<file path="src/rtl/core/sgpe_pkg.sv">
// Shared types and constants for the scaled glyph point expander.
package sgpe_pkg;

    localparam int MAX_SCALE = 5;
    localparam logic [2:0] FLIP_ROW = 3'd7;

    // Configuration register indexes.
    localparam logic [2:0] CFG_SCALE       = 3'd0;
    localparam logic [2:0] CFG_FILL_COUNT  = 3'd1;
    localparam logic [2:0] CFG_CLIP_WIDTH  = 3'd2;
    localparam logic [2:0] CFG_CLIP_HEIGHT = 3'd3;
    localparam logic [2:0] CFG_FORE_COLOR  = 3'd4;
    localparam logic [2:0] CFG_BACK_COLOR  = 3'd5;

    // Configuration reset values.
    localparam logic [2:0]  RST_SCALE       = 3'd1;
    localparam logic [2:0]  RST_FILL_COUNT  = 3'd1;
    localparam logic [7:0]  RST_CLIP_WIDTH  = 8'd255;
    localparam logic [7:0]  RST_CLIP_HEIGHT = 8'd255;
    localparam logic [15:0] RST_FORE_COLOR  = 16'h0F00;
    localparam logic [15:0] RST_BACK_COLOR  = 16'h0FFF;

    // Commands from the controller to the datapath.
    typedef struct packed {
        logic load;   // capture a new point
        logic step;   // advance to the next pixel
    } sgpe_cmd_t;

    // Status from the datapath to the controller.
    typedef struct packed {
        logic drop;   // captured point lies outside the clip extent
        logic last;   // current pixel is the final one of the point
    } sgpe_sts_t;

endpackage

</file>
<file path="src/rtl/core/sgpe_ctrl.sv">
// Controller state machine that sequences capture, clip check and pixel emission.
module sgpe_ctrl
    import sgpe_pkg::*;
(
    input  logic      clk,
    input  logic      rst_n,
    input  logic      in_valid,
    output logic      in_ready,
    output logic      out_valid,
    input  logic      out_ready,
    input  sgpe_sts_t sts,
    output sgpe_cmd_t cmd
);

    localparam logic [1:0] ST_IDLE  = 2'd0;
    localparam logic [1:0] ST_CHECK = 2'd1;
    localparam logic [1:0] ST_EMIT  = 2'd2;

    logic [1:0] state_reg;
    logic [1:0] state_next;

    assign in_ready  = (state_reg == ST_IDLE);
    assign out_valid = (state_reg == ST_EMIT);

    always_comb
    begin
        cmd.load = in_valid && in_ready;
        cmd.step = out_valid && out_ready;
    end

    always_comb
    begin
        state_next = state_reg;
        case (state_reg)
            ST_IDLE:
            begin
                if (in_valid)
                begin
                    state_next = ST_CHECK;
                end
            end
            ST_CHECK:
            begin
                state_next = sts.drop ? ST_IDLE : ST_EMIT;
            end
            ST_EMIT:
            begin
                if (out_ready && sts.last)
                begin
                    state_next = ST_IDLE;
                end
            end
            default:
            begin
                state_next = ST_IDLE;
            end
        endcase
    end

    always_ff @(posedge clk or negedge rst_n)
    begin
        if (!rst_n)
        begin
            state_reg <= ST_IDLE;
        end
        else
        begin
            state_reg <= state_next;
        end
    end

endmodule

</file>
<file path="src/rtl/core/sgpe_dp.sv">
// Datapath: configuration registers, point capture, sub-pixel counters and pixel fields.
module sgpe_dp
    import sgpe_pkg::*;
(
    input  logic        clk,
    input  logic        rst_n,
    input  logic        cfg_valid,
    input  logic [2:0]  cfg_index,
    input  logic [15:0] cfg_data,
    input  logic [7:0]  origin_x,
    input  logic [7:0]  origin_y,
    input  logic [2:0]  glyph_column,
    input  logic [2:0]  glyph_row,
    input  logic        font_bit,
    input  sgpe_cmd_t   cmd,
    output sgpe_sts_t   sts,
    output logic [7:0]  pixel_x,
    output logic [7:0]  pixel_y,
    output logic [15:0] pixel_color,
    output logic        last_pixel
);

    logic [2:0]  scale_reg;
    logic [2:0]  fill_count_reg;
    logic [7:0]  clip_width_reg;
    logic [7:0]  clip_height_reg;
    logic [15:0] fore_color_reg;
    logic [15:0] back_color_reg;

    logic [7:0] base_x_reg;
    logic [7:0] base_y_reg;
    logic       bit_reg;
    logic       drop_reg;
    logic [2:0] sub_x_reg;
    logic [2:0] sub_y_reg;

    logic [7:0] base_x_next;
    logic [7:0] base_y_next;
    logic       drop_next;
    logic [2:0] sub_x_next;
    logic [2:0] sub_y_next;

    logic [2:0] scale_eff;
    logic [2:0] scale_m1;
    logic [2:0] fill_eff;
    logic [5:0] col_prod;
    logic [5:0] row_prod;
    logic [5:0] flip_prod;
    logic       fore_hit;

    // Configuration writes; indexes beyond the list are ignored.
    always_ff @(posedge clk or negedge rst_n)
    begin
        if (!rst_n)
        begin
            scale_reg       <= RST_SCALE;
            fill_count_reg  <= RST_FILL_COUNT;
            clip_width_reg  <= RST_CLIP_WIDTH;
            clip_height_reg <= RST_CLIP_HEIGHT;
            fore_color_reg  <= RST_FORE_COLOR;
            back_color_reg  <= RST_BACK_COLOR;
        end
        else if (cfg_valid)
        begin
            case (cfg_index)
                CFG_SCALE:       scale_reg       <= cfg_data[2:0];
                CFG_FILL_COUNT:  fill_count_reg  <= cfg_data[2:0];
                CFG_CLIP_WIDTH:  clip_width_reg  <= cfg_data[7:0];
                CFG_CLIP_HEIGHT: clip_height_reg <= cfg_data[7:0];
                CFG_FORE_COLOR:  fore_color_reg  <= cfg_data;
                CFG_BACK_COLOR:  back_color_reg  <= cfg_data;
                default:         ;
            endcase
        end
    end

    // Clamp scale into one to the maximum, and the fill count into one to the scale.
    always_comb
    begin
        if (scale_reg == 3'd0)
        begin
            scale_eff = 3'd1;
        end
        else if (scale_reg > 3'(MAX_SCALE))
        begin
            scale_eff = 3'(MAX_SCALE);
        end
        else
        begin
            scale_eff = scale_reg;
        end

        if (fill_count_reg == 3'd0)
        begin
            fill_eff = 3'd1;
        end
        else if (fill_count_reg > scale_eff)
        begin
            fill_eff = scale_eff;
        end
        else
        begin
            fill_eff = fill_count_reg;
        end
    end

    assign scale_m1  = scale_eff - 3'd1;
    assign col_prod  = 6'(glyph_column) * 6'(scale_eff);
    assign row_prod  = 6'(glyph_row) * 6'(scale_eff);
    assign flip_prod = 6'(FLIP_ROW - glyph_row) * 6'(scale_eff);

    assign base_x_next = origin_x + {2'b00, col_prod};
    assign base_y_next = origin_y + {2'b00, flip_prod};
    assign drop_next   = ({2'b00, col_prod} > clip_width_reg)
                      || ({2'b00, row_prod} > clip_height_reg);

    // Column offset is the outer loop, row offset the inner.
    always_comb
    begin
        sub_x_next = sub_x_reg;
        sub_y_next = sub_y_reg;
        if (cmd.load)
        begin
            sub_x_next = 3'd0;
            sub_y_next = 3'd0;
        end
        else if (cmd.step)
        begin
            if (sub_y_reg == scale_m1)
            begin
                sub_y_next = 3'd0;
                sub_x_next = sub_x_reg + 3'd1;
            end
            else
            begin
                sub_y_next = sub_y_reg + 3'd1;
            end
        end
    end

    always_ff @(posedge clk or negedge rst_n)
    begin
        if (!rst_n)
        begin
            sub_x_reg <= 3'd0;
            sub_y_reg <= 3'd0;
            drop_reg  <= 1'b0;
        end
        else
        begin
            sub_x_reg <= sub_x_next;
            sub_y_reg <= sub_y_next;
            if (cmd.load)
            begin
                drop_reg <= drop_next;
            end
        end
    end

    always_ff @(posedge clk)
    begin
        if (cmd.load)
        begin
            base_x_reg <= base_x_next;
            base_y_reg <= base_y_next;
            bit_reg    <= font_bit;
        end
    end

    assign fore_hit = bit_reg && (sub_x_reg < fill_eff) && (sub_y_reg < fill_eff);

    assign pixel_x     = base_x_reg + {5'd0, sub_x_reg};
    assign pixel_y     = base_y_reg + {5'd0, sub_y_reg};
    assign pixel_color = fore_hit ? fore_color_reg : back_color_reg;
    assign last_pixel  = sts.last;

    always_comb
    begin
        sts.drop = drop_reg;
        sts.last = (sub_x_reg == scale_m1) && (sub_y_reg == scale_m1);
    end

endmodule

</file>
<file path="src/rtl/core/scaled_glyph_point_expander_top.sv">
// Top level of the scaled glyph point expander: controller, datapath and checks.
//
//  Channel | Direction | Handshake            | Payload
//  in      | input     | in_valid / in_ready  | origin_x, origin_y, glyph_column, glyph_row, font_bit
//  out     | output    | out_valid / out_ready| pixel_x, pixel_y, pixel_color, last_pixel
//  cfg     | input     | cfg_valid / cfg_ready| cfg_index, cfg_data
//
// A point is transferred in and then passes through the clip check state, then
// scale*scale pixels are output, one pixel per output transfer, counted by the
// single sub-pixel counter pair. A clipped point is dropped after the check and
// the block returns to idle without output.
// A stalled output holds the current pixel; no new point is taken until the last
// pixel of the current one is transferred. Reset restores the register defaults.
module scaled_glyph_point_expander_top
    import sgpe_pkg::*;
(
    input  logic        clk,
    input  logic        rst_n,
    input  logic        cfg_valid,
    output logic        cfg_ready,
    input  logic [2:0]  cfg_index,
    input  logic [15:0] cfg_data,
    input  logic        in_valid,
    output logic        in_ready,
    input  logic [7:0]  origin_x,
    input  logic [7:0]  origin_y,
    input  logic [2:0]  glyph_column,
    input  logic [2:0]  glyph_row,
    input  logic        font_bit,
    output logic        out_valid,
    input  logic        out_ready,
    output logic [7:0]  pixel_x,
    output logic [7:0]  pixel_y,
    output logic [15:0] pixel_color,
    output logic        last_pixel
);

    sgpe_cmd_t cmd;
    sgpe_sts_t sts;

    assign cfg_ready = 1'b1;

    sgpe_ctrl u_ctrl (
        .clk       (clk),
        .rst_n     (rst_n),
        .in_valid  (in_valid),
        .in_ready  (in_ready),
        .out_valid (out_valid),
        .out_ready (out_ready),
        .sts       (sts),
        .cmd       (cmd)
    );

    sgpe_dp u_dp (
        .clk          (clk),
        .rst_n        (rst_n),
        .cfg_valid    (cfg_valid),
        .cfg_index    (cfg_index),
        .cfg_data     (cfg_data),
        .origin_x     (origin_x),
        .origin_y     (origin_y),
        .glyph_column (glyph_column),
        .glyph_row    (glyph_row),
        .font_bit     (font_bit),
        .cmd          (cmd),
        .sts          (sts),
        .pixel_x      (pixel_x),
        .pixel_y      (pixel_y),
        .pixel_color  (pixel_color),
        .last_pixel   (last_pixel)
    );

    // The clip check cycle always follows an input transfer.
    a_check_after_load: assert property (@(posedge clk) disable iff (!rst_n)
        (in_valid && in_ready) |=> (!out_valid && !in_ready))
        else $error("output or input open in the cycle after an input transfer");

    // Input and output are never open together.
    a_exclusive: assert property (@(posedge clk) disable iff (!rst_n)
        !(in_ready && out_valid))
        else $error("input ready while a pixel is pending");

    // After the final pixel is transferred the block returns to idle.
    a_last_ends: assert property (@(posedge clk) disable iff (!rst_n)
        (out_valid && out_ready && last_pixel) |=> (in_ready && !out_valid))
        else $error("block did not return to idle after the final pixel");

    // A pixel that is not the last is followed by another pixel.
    a_more_pixels: assert property (@(posedge clk) disable iff (!rst_n)
        (out_valid && out_ready && !last_pixel) |=> out_valid)
        else $error("pixel stream ended before the final pixel");

endmodule

</file>
<file path="config.mk">
export PLATFORM = sky130hd
export DESIGN_NAME = scaled_glyph_point_expander_top
export DESIGN_NICKNAME = d
export VERILOG_FILES = /design/src/rtl/core/sgpe_pkg.sv /design/src/rtl/core/sgpe_ctrl.sv /design/src/rtl/core/sgpe_dp.sv /design/src/rtl/core/scaled_glyph_point_expander_top.sv
export SDC_FILE = /design/constraint.sdc
export NUM_CORES = 1
export LEC_CHECK = 0
export ABC_AREA = 1
export BUFFER_PORTS_ARGS = -buffer_cell sky130_fd_sc_hd__buf_2
export CORE_MARGIN = 5
export CORE_UTILIZATION = 33
export DETAILED_ROUTE_END_ITERATION = 8
export HOLD_SLACK_MARGIN = 0.05
export PLACE_DENSITY_LB_ADDON = 0.25
export SLEW_MARGIN = 30
export SYNTH_ARGS = -nofsm -noshare
export SYNTH_HDL_FRONTEND = slang
export SYNTH_SLANG_ARGS = --single-unit
</file>
<file path="constraint.sdc">
create_clock -name clk -period 3.1 [get_ports clk]
set_input_delay 0.465 -clock clk [delete_from_list [all_inputs] [get_ports clk]]
set_output_delay 0.465 -clock clk [all_outputs]
set_load 0.05 [all_outputs]
</file>
# == Word-level counts from Yosys, hierarchy flattened ==
# Cells that the tools add are included.
# Widths: inputs -> output; s select.
# classes
add_sub_neg,8
multipliers,3
order_cmp,6
n_eq_ne,11
mux,15
reduce_logical,21
# ops
op,n
$mux 3,10
$add 8x3->8,2
$add 8x6->8,2
$gt 6x8->1,2
$mux 16,1
$reduce_and 2->1,8
$mul 3x3->6,2
$logic_not 3->1,3
$add 3x1->3 const B,2
$eq 3x2->1 const B,2
$eq 3x3->1,2
$eq 3x3->1 const B,2
$logic_and 1x1->1,6
$lt 3x3->1,2
$mul 6x3->6,1
$mux 2,3
$pmux 2 s3,1
$ne 2x2->1 const B,2
$reduce_bool 2->1,2
$sub 3x3->4 const A,1
$eq 3x1->1 const B,1
$gt 3x3->1,1
$gt 3x3->1 const B,1
$sub 3x1->3 const B,1
other kinds (4),4
# totals
reg_bits,80
input_bits,47
output_inout_bits,36
wordCells,77

# == Longest topological paths before layout ==
# Gate-level depths: netlist (run 1).
# depth
depth_word,10
depth_mapped,19

# == Modules after synthesis ==
# A second synthesis (run 1) with hierarchy kept.
# hier_totals
hier_cells,622
area_unflattened_um2,5388.9
# modules_own_cells
mod,n_inst,cells_per_inst,area_each_um2,seq_area_each_um2
sgpe_dp,1,606,5270.1,2079.5
sgpe_ctrl,1,14,107.6,50.0
scaled_glyph_point_expander_top,1,2,11.3,0.0

# == Worst setup path after synthesis (run 1) ==
# No wires, ideal clock.
# synth_timing
path_type,register to output
startpoint,register u_dp.scale_reg[2]
endpoint,output pixel_color[10]
arrival_ps,3092
required_time_ps,2635
path_slack_ps,-457
path_stages_with_launch,16
n_path_buf,1
path_cell_list,dfrtp_1 -> inv_2 -> nand2_4 -> nand2_4 -> nand2_8 -> ha_1 -> nand3_1 -> nand2_1 -> o21ai_0 -> o21ai_0 -> ha_1 -> a22o_1 -> nor4_4 -> clkbuf_1 -> nand4_1 -> nand2_1
# synth_via
elab_chain_cells,10
elab_cells_between_ends,12
cone_classes,order compare: 4; mux: 5; reduce/logical: 3
# synth_rtl
element,line_no,rtl
"start, declared",sgpe_dp.sv:23,logic [2:0] scale_reg;
"start signal, assigned",sgpe_dp.sv:66,CFG_SCALE: scale_reg <= cfg_data[2:0];
$gt 3x3->1,sgpe_dp.sv:84,else if (scale_reg > 3'(MAX_SCALE))
$mux 3,sgpe_dp.sv:84,
$mux 3 (*),sgpe_dp.sv:80,if (scale_reg == 3'd0)
$gt 3x3->1,sgpe_dp.sv:97,else if (fill_count_reg > scale_eff)
$mux 3 (*),sgpe_dp.sv:97,
$mux 3 (*),sgpe_dp.sv:93,if (fill_count_reg == 3'd0)
$lt 3x3->1,sgpe_dp.sv:170,assign fore_hit = bit_reg && (sub_x_reg < fill_eff) && (sub_y_reg < fill_eff);
$logic_and 1x1->1,sgpe_dp.sv:170,
$logic_and 1x1->1 (*),sgpe_dp.sv:170,
$mux 16 (*),sgpe_dp.sv:174,assign pixel_color = fore_hit ? fore_color_reg : back_color_reg;
"end, declared",scaled_glyph_point_expander_top.sv:34,"output logic [15:0] pixel_color,"
# Every way passes the cells marked *; elsewhere a longest branch is shown, timed or not.

# == Final worst setup path (run 1) ==
# layout_timing
startpoint,register u_dp.scale_reg[2]
endpoint,output pixel_color[6]
# The elaborated chain is that of the path after synthesis.

==> impl_metrics.yaml, run 1 <==
outcome:
  status: "finished, violations left"
  violations: "negative setup slack"
timing:
  setup_violations: 23
  slew_viol_final: 0
  fin_skew_ns: 0.0110
  rsz0062_at_grt: "true"
  period_share_pct: 120
  max_slew.worst_pin.slew_ns: 0.898
  fin_crit_ns: 3.72
  hold_slack_ns: 0.149
  max_freq_ghz: 0.269
  fin_ws_ns: -0.617
  hold_viol: 0
  slew_headroom_pct: 40.0
placed_design:
  placement.io_buffers: 81
  place_congestion: 0.839
  dp_hpwl_mm: 10.2
  pre_cts_ws_ns: -0.487
pwr:
  power.share.sequential_pct: 23.2
  switching_share_pct: 48.2
  p_per_area_mw_per_mm2: 980
  combPwrFrac_pct: 59.6
  pwr-share-clk_pct: 17.2
  power.switching_w: 0.00334
  p_int_w: 0.00359
  peakVddDrop_mv: 0.759
  p_total_w: 0.00693
  cellLeakagePower_nw: 3.55
synth:
  synth_fa_ha_area_share_pct: 16.7
  ys_seq_area_share_pct: 40.1
  synth_fp_nets: 729
  synth_cell_type_count: 38
  synth-compound-area-share_pct: 9.62
  syn_area_mm2: 0.00531
  synth-async-reset-ratio_pct: 78.8
  synth_edf_count: 17
  avgSynthCellArea_um2: 8.60
  synth-xor-area-share_pct: 5.78
  synth_mux_area_share_pct: 0
  ys.flop_type: "dfstp_2"
  yosysWarnings: 0
  yosys.area_share.simple_pct: 20.3
  ys_ff_latch: 80
  synth_top_family_by_area: "simple AND/OR/NAND/NOR gates"
  syn_inst: 617
worst_setup_path:
  end_kind: "output pin"
  cpLargestDelayFamily: "simple AND/OR/NAND/NOR gates"
  critPathSlowestCell: "dfrtp_1"
  r2r_cells: 17
  max_stage_delay_ns: 0.39
  crit_arrival_ns: 3.25
  start_kind: "register"
  setup.worst_path.end: "pixel_color[6]"
  path_class: "reg2out"
  r2r_end: "u_dp.base_x_reg[6]"
  cp_common_cell: "nand2_4"
  cp.depth: 17
  worst_ep_required_time_ns: 2.63
  path_cells: "inv_2 -> nand2_4 -> ha_1 -> nand3_2 -> nand2_2 -> nand2_4 -> o21ai_1 -> o21ai_1 -> ha_1 -> a22o_1 -> nor4_4 -> buf_6 -> buf_12 -> nand3_4 -> nand2_1 -> nand2_4 -> buf_2"
  worst-path-buf-inv: 4
  cp-startpoint: "u_dp.scale_reg[2]"
  r2r_slack_ns: -0.22
  critical_path.max_fanout: 8
  r2r_start: "u_dp.scale_reg[2]"
clock_tree:
  clock_sinks: 80
  cts_root_buf: "clkbuf_16"
  ctsHtreeMaxLevel: 3
  clock_latency_ns: 0.35
  cts_hold_buf: 0
  clk_path_buf_depth: 2
  path_clk_slew_ns: 0.07
  cts_buffers: 9
  tritoncts: "built"
final_layout:
  nets: 854
  antennaDiodeCount: 0
  final_cell_mix: "120 x nand2_1, 81 x inv_1, 73 x buf_2"
  drive_gt1_share_pct: 33.7
  final_common_cell: "nand2_1"
  syn_to_final_growth_pct: 33.3
  filler_cell_count: 1537
global_routing:
  grt_start_max_net_pins: 33
  grt.met3_usage_pct: 3.64
  gr-total-overflow: 0
  grt_first_pass_wirelength_mm: 22.1
  use_met2_pct: 27.1
  grt_pass1_vias: 4653
  use_met1_pct: 17.8
  antenna_found_initial: 0
  grt_usage_pct: 15.0
  grt_busiest_layer: "met2"
route:
  totalWireLength_mm: 13.4
  dr.pass1.iters: 6
  vias: 4482
  drc: 0
  via_per_inst: 4.65
  wl_per_cell_um: 13.9
  dr.first_iter.drc_count: 180
  ant_nets: 0
floorplan:
  rows: 46
  die-area_mm2: 0.0187
  die_x_um: 137
  start_util_pct: 33.5
  ios: 83
  die_h_um: 137
  coreArea_mm2: 0.0158
job:
  drv_cap: 0
hold_path:
  hold_class: "in2async"
## per-layer routing
metal / up-vias / routed length [µm]
met5: - / 0
met4: 0 / 245
met3: 17 / 528
met2: 69 / 7000
met1: 2127 / 5610
li1: 2269 / -
## cell usage after synthesis, types with 3 or more instances
cell / number / area share, %
xor2_1: 26 / 4.3
inv_1: 84 / 5.9
fa_1: 10 / 3.8
nand2_1: 151 / 11
o21ai_0: 63 / 5.9
xnor2_1: 9 / 1.5
clkbuf_1: 9 / 0.64
dfstp_2: 34 / 17
nand4_1: 20 / 2.4
nand2_4: 4 / 0.85
nand3_1: 16 / 1.5
nor2_1: 36 / 2.5
edfxtp_1: 17 / 9.6
ha_1: 55 / 13
dfrtp_1: 29 / 14
o21ai_1: 3 / 0.28
a21oi_1: 23 / 2.2
## repair_timing
item | in CTS | in global routing
endpoints found under the setup margin | 27 | 27
cloned | 1 | 2
buffers inserted | 6 | 3
gates resized for setup | 40 | 31
pin swaps | 18 | 29
## worst reg2reg max path: cells and delay by family, from the launching register on
kind | cells | cell delay (ns)
XOR/XNOR | 1 | 0.09
adder cells (fa/ha/maj) | 4 | 1.49
flip-flops | 1 | 0.39
AO/OA/AOI/OAI | 2 | 0.28
buffers and inverters | 3 | 0.31
AND/OR/NAND/NOR | 7 | 0.52
## stage by stage
step	cells	setup TNS (ns)	util, %	cell area (µm²)
floorplan	617	-3.23	-	5470
global placement	937	-6.66	40.2	6360
detailed placement	937	-9.42	40.2	6360
CTS	959	-10.99	43.7	6910
global route	963	-14.24	44.7	7070
finish	963	-10.27	44.7	7070
## cell families (layout without fill, tap and decap cells)
kind of cell,after synthesis,in the layout
other cells,1,1
flops,80,80
compound gates,98,98
buf+inv,99,228
xor+xnor,35,35
fa+ha+maj,65,65
simple gates,239,240
## worst min path at each step
stage / slack (ns) / endpoint / cells after the start / start
4_1_cts: 0.17 / u_dp.fore_color_reg[0] / 1 / rst_n
6_report: 0.15 / u_dp.sub_x_reg[1] / 1 / rst_n
2_1_floorplan: 0.17 / u_ctrl.state_reg[0] / 0 / rst_n
5_1_grt: 0.20 / u_dp.sub_x_reg[1] / 1 / rst_n
3_3_place_gp: 0.46 / u_dp.drop_reg / 2 / u_dp.drop_reg
3_5_place_dp: 0.47 / u_dp.back_color_reg[13] / 2 / u_dp.back_color_reg[13]
## power by group through the flow
stage	Sequential (W)	Clock (W)	Combinational, W
after floorplan	0.00156	0	0.00284
after global placement	0.00162	0	0.00362
after detailed placement	0.00163	0	0.00370
after CTS	0.00161	0.00122	0.00392
after global routing	0.00164	0.00127	0.00451
final	0.00161	0.00119	0.00413
## cell type report
cell class | instances | area [µm²] | share of cell area [%]
multi-input cells | 439 | 3160 | 44.6
flip-flops and latches | 80 | 2130 | 30.1
repair buffers | 127 | 865 | 12.2
inverters | 85 | 322 | 4.55
well taps | 216 | 270 | 3.82
clock buffers | 9 | 225 | 3.18
clock inverters | 7 | 106 | 1.50
Power figures use the tool's default switching activity.
==> run 2: changes to the inputs <==
- clock period: 3.1 -> 4.6 ns (I/O delays scaled with it)
==> run 2 against run 1 <==
- the flow now finishes without violations
- count of clock-buffer cells in the layout rose by 1
- die area unchanged
- final cell count decreased by 4.6%
- power shrank 42%
- largest cell class unchanged
==> impl_metrics.yaml, run 2 (same netlist as run 1, synthesis figures left out) <==
clock_tree:
  clk_path_buf_depth: 2
  cts_root_buf: "clkbuf_16"
  cts_setup_buffers: 0
  tritoncts: "built"
  clock_latency_ns: 0.35
  cts_buffers: 9
  ctsResizeCount: 0
  ctsHtreeMaxLevel: 3
  path_clk_slew_ns: 0.07
  clock_sinks: 80
  cts_hold_buf: 0
final_layout:
  final_util_pct: 39.4
  multi_input_area_mm2: 0.00281
  antennaDiodeCount: 0
  nets: 810
  drive_gt1_share_pct: 21.2
  syn_to_final_growth_pct: 17.6
  regArea_mm2: 0.00213
  final_cell_mix: "150 x nand2_1, 84 x inv_1, 80 x buf_2"
  final_common_cell: "nand2_1"
  filler_cell_count: 1610
worst_setup_path:
  worst-path-buf-inv: 3
  cp_common_cell: "nand2_1"
  cp-startpoint: "u_dp.scale_reg[2]"
  critPathSlowestCell: "dfrtp_2"
  crit_arrival_ns: 3.58
  max_stage_delay_ns: 0.49
  worst_ep_required_time_ns: 3.91
  critical_path.max_fanout: 18
  r2r_start: "u_dp.scale_reg[2]"
  cpLargestDelayFamily: "simple AND/OR/NAND/NOR gates"
  start_kind: "register"
  path_class: "reg2out"
  r2r_cells: 15
  end_kind: "output pin"
  cp.depth: 17
  path_cells: "inv_2 -> nand2_4 -> nand2_4 -> nand2_8 -> ha_1 -> nand3_1 -> nand2_1 -> o21ai_0 -> o21ai_1 -> ha_1 -> a22o_1 -> nor4_4 -> buf_6 -> nand3_4 -> nand2_1 -> nand2_1 -> buf_2"
floorplan:
  die-area_mm2: 0.0187
  die_h_um: 137
  start_util_pct: 33.5
  rows: 46
  coreArea_mm2: 0.0158
  ios: 83
  die_x_um: 137
outcome:
  status: "finished clean"
route:
  wl_per_cell_um: 13.8
  via_per_inst: 4.65
  ant_nets: 0
  totalWireLength_mm: 12.7
  dr.pass1.iters: 4
  dr.first_iter.drc_count: 226
  vias: 4274
  drc: 0
timing:
  period_share_pct: 92.8
  max_slew.worst_pin.slew_ns: 0.903
  fin_skew_ns: 0.00829
  fin_crit_ns: 4.27
  tns_ns: 0
  hold_viol: 0
  slew_headroom_pct: 39.6
  slew_viol_final: 0
  rsz0062_at_grt: "false"
  max_freq_ghz: 0.234
  setup_violations: 0
pwr:
  peakVddDrop_mv: 0.375
  p_per_area_mw_per_mm2: 647
  cellLeakagePower_nw: 3.25
  p_total_w: 0.00404
global_routing:
  grt_start_max_net_pins: 42
  antenna_found_initial: 0
  use_met2_pct: 24.5
  grt_first_pass_wirelength_mm: 20.7
  grt_busiest_layer: "met2"
  grt_pass1_vias: 4360
  use_met1_pct: 17.0
  grt.met3_usage_pct: 3.31
  gr-total-overflow: 0
  grt_usage_pct: 14.2
placed_design:
  placement.io_buffers: 81
  place_congestion: 0.825
  dp_hpwl_mm: 9.82
job:
  drv_cap: 0
hold_path:
  hold_class: "in2async"
[run 2: cell count changes in the layout (fill, tap and decap cells not counted), sizes merged]
cell    before  now
bufinv       2    0
clkbuf      11   10
buf        125   83
clkinv       1    2
[run 2: layout make-up]
type / instances / share of cell area, %
clock buffer: 10 / 3.83
clock inverter: 6 / 0.782
inverter: 85 / 5.11
multi-input combinational: 439 / 45.0
sequential: 80 / 34.1
tap: 216 / 4.33
timing repair buffer: 83 / 6.84
[run 2: worst reg2reg max path, delay by kind of cell (launching register included)]
family	cells	cell delay, ns
AO/OA/AOI/OAI	4	0.68
AND/OR/NAND/NOR	4	0.35
flip-flops	1	0.49
buffers and inverters	3	0.35
adder cells (fa/ha/maj)	4	1.56
[run 2: path summary, 6_finish.rpt]
check	endpoint	slack, ns
hold reg to reg	u_dp.drop_reg	0.48
max in group asynchronous	u_dp.fill_count_reg[0]	3.52
setup reg to reg	u_dp.drop_reg	1.04
min in group clk	u_dp.drop_reg	0.48
setup / recovery	pixel_color[11]	0.33
hold / removal	u_dp.fore_color_reg[12]	0.31
[run 2: stage by stage]
stage | hold slack (ns) | cells | worst slack (ns) | cell area, µm²
6_report | 0.308 | 919 | 0.332 | 6240
5_1_grt | 0.346 | 919 | 0.0480 | 6240
4_1_cts | 0.480 | 918 | 0.118 | 6210
3_5_place_dp | 0.463 | 902 | 0.507 | 5930
3_3_place_gp | 0.460 | 902 | 0.695 | 5930
2_1_floorplan | 0.394 | 617 | 0.818 | 5310
[run 2: where the power goes]
| group | internal (W) | switching [W] |
|---|---|---|
| clock | 0.000388 | 0.000308 |
| sequential | 0.000960 | 0.000130 |
| combinational | 0.000631 | 0.00162 |
[run 2: per-layer routing]
| layer | vias up | wire length (µm) |
|---|---|---|
| met1 | 2000 | 5570 |
| met4 | 0 | 293 |
| met3 | 21 | 473 |
| li1 | 2180 | - |
| met2 | 73 | 6320 |
| met5 | - | 0 |
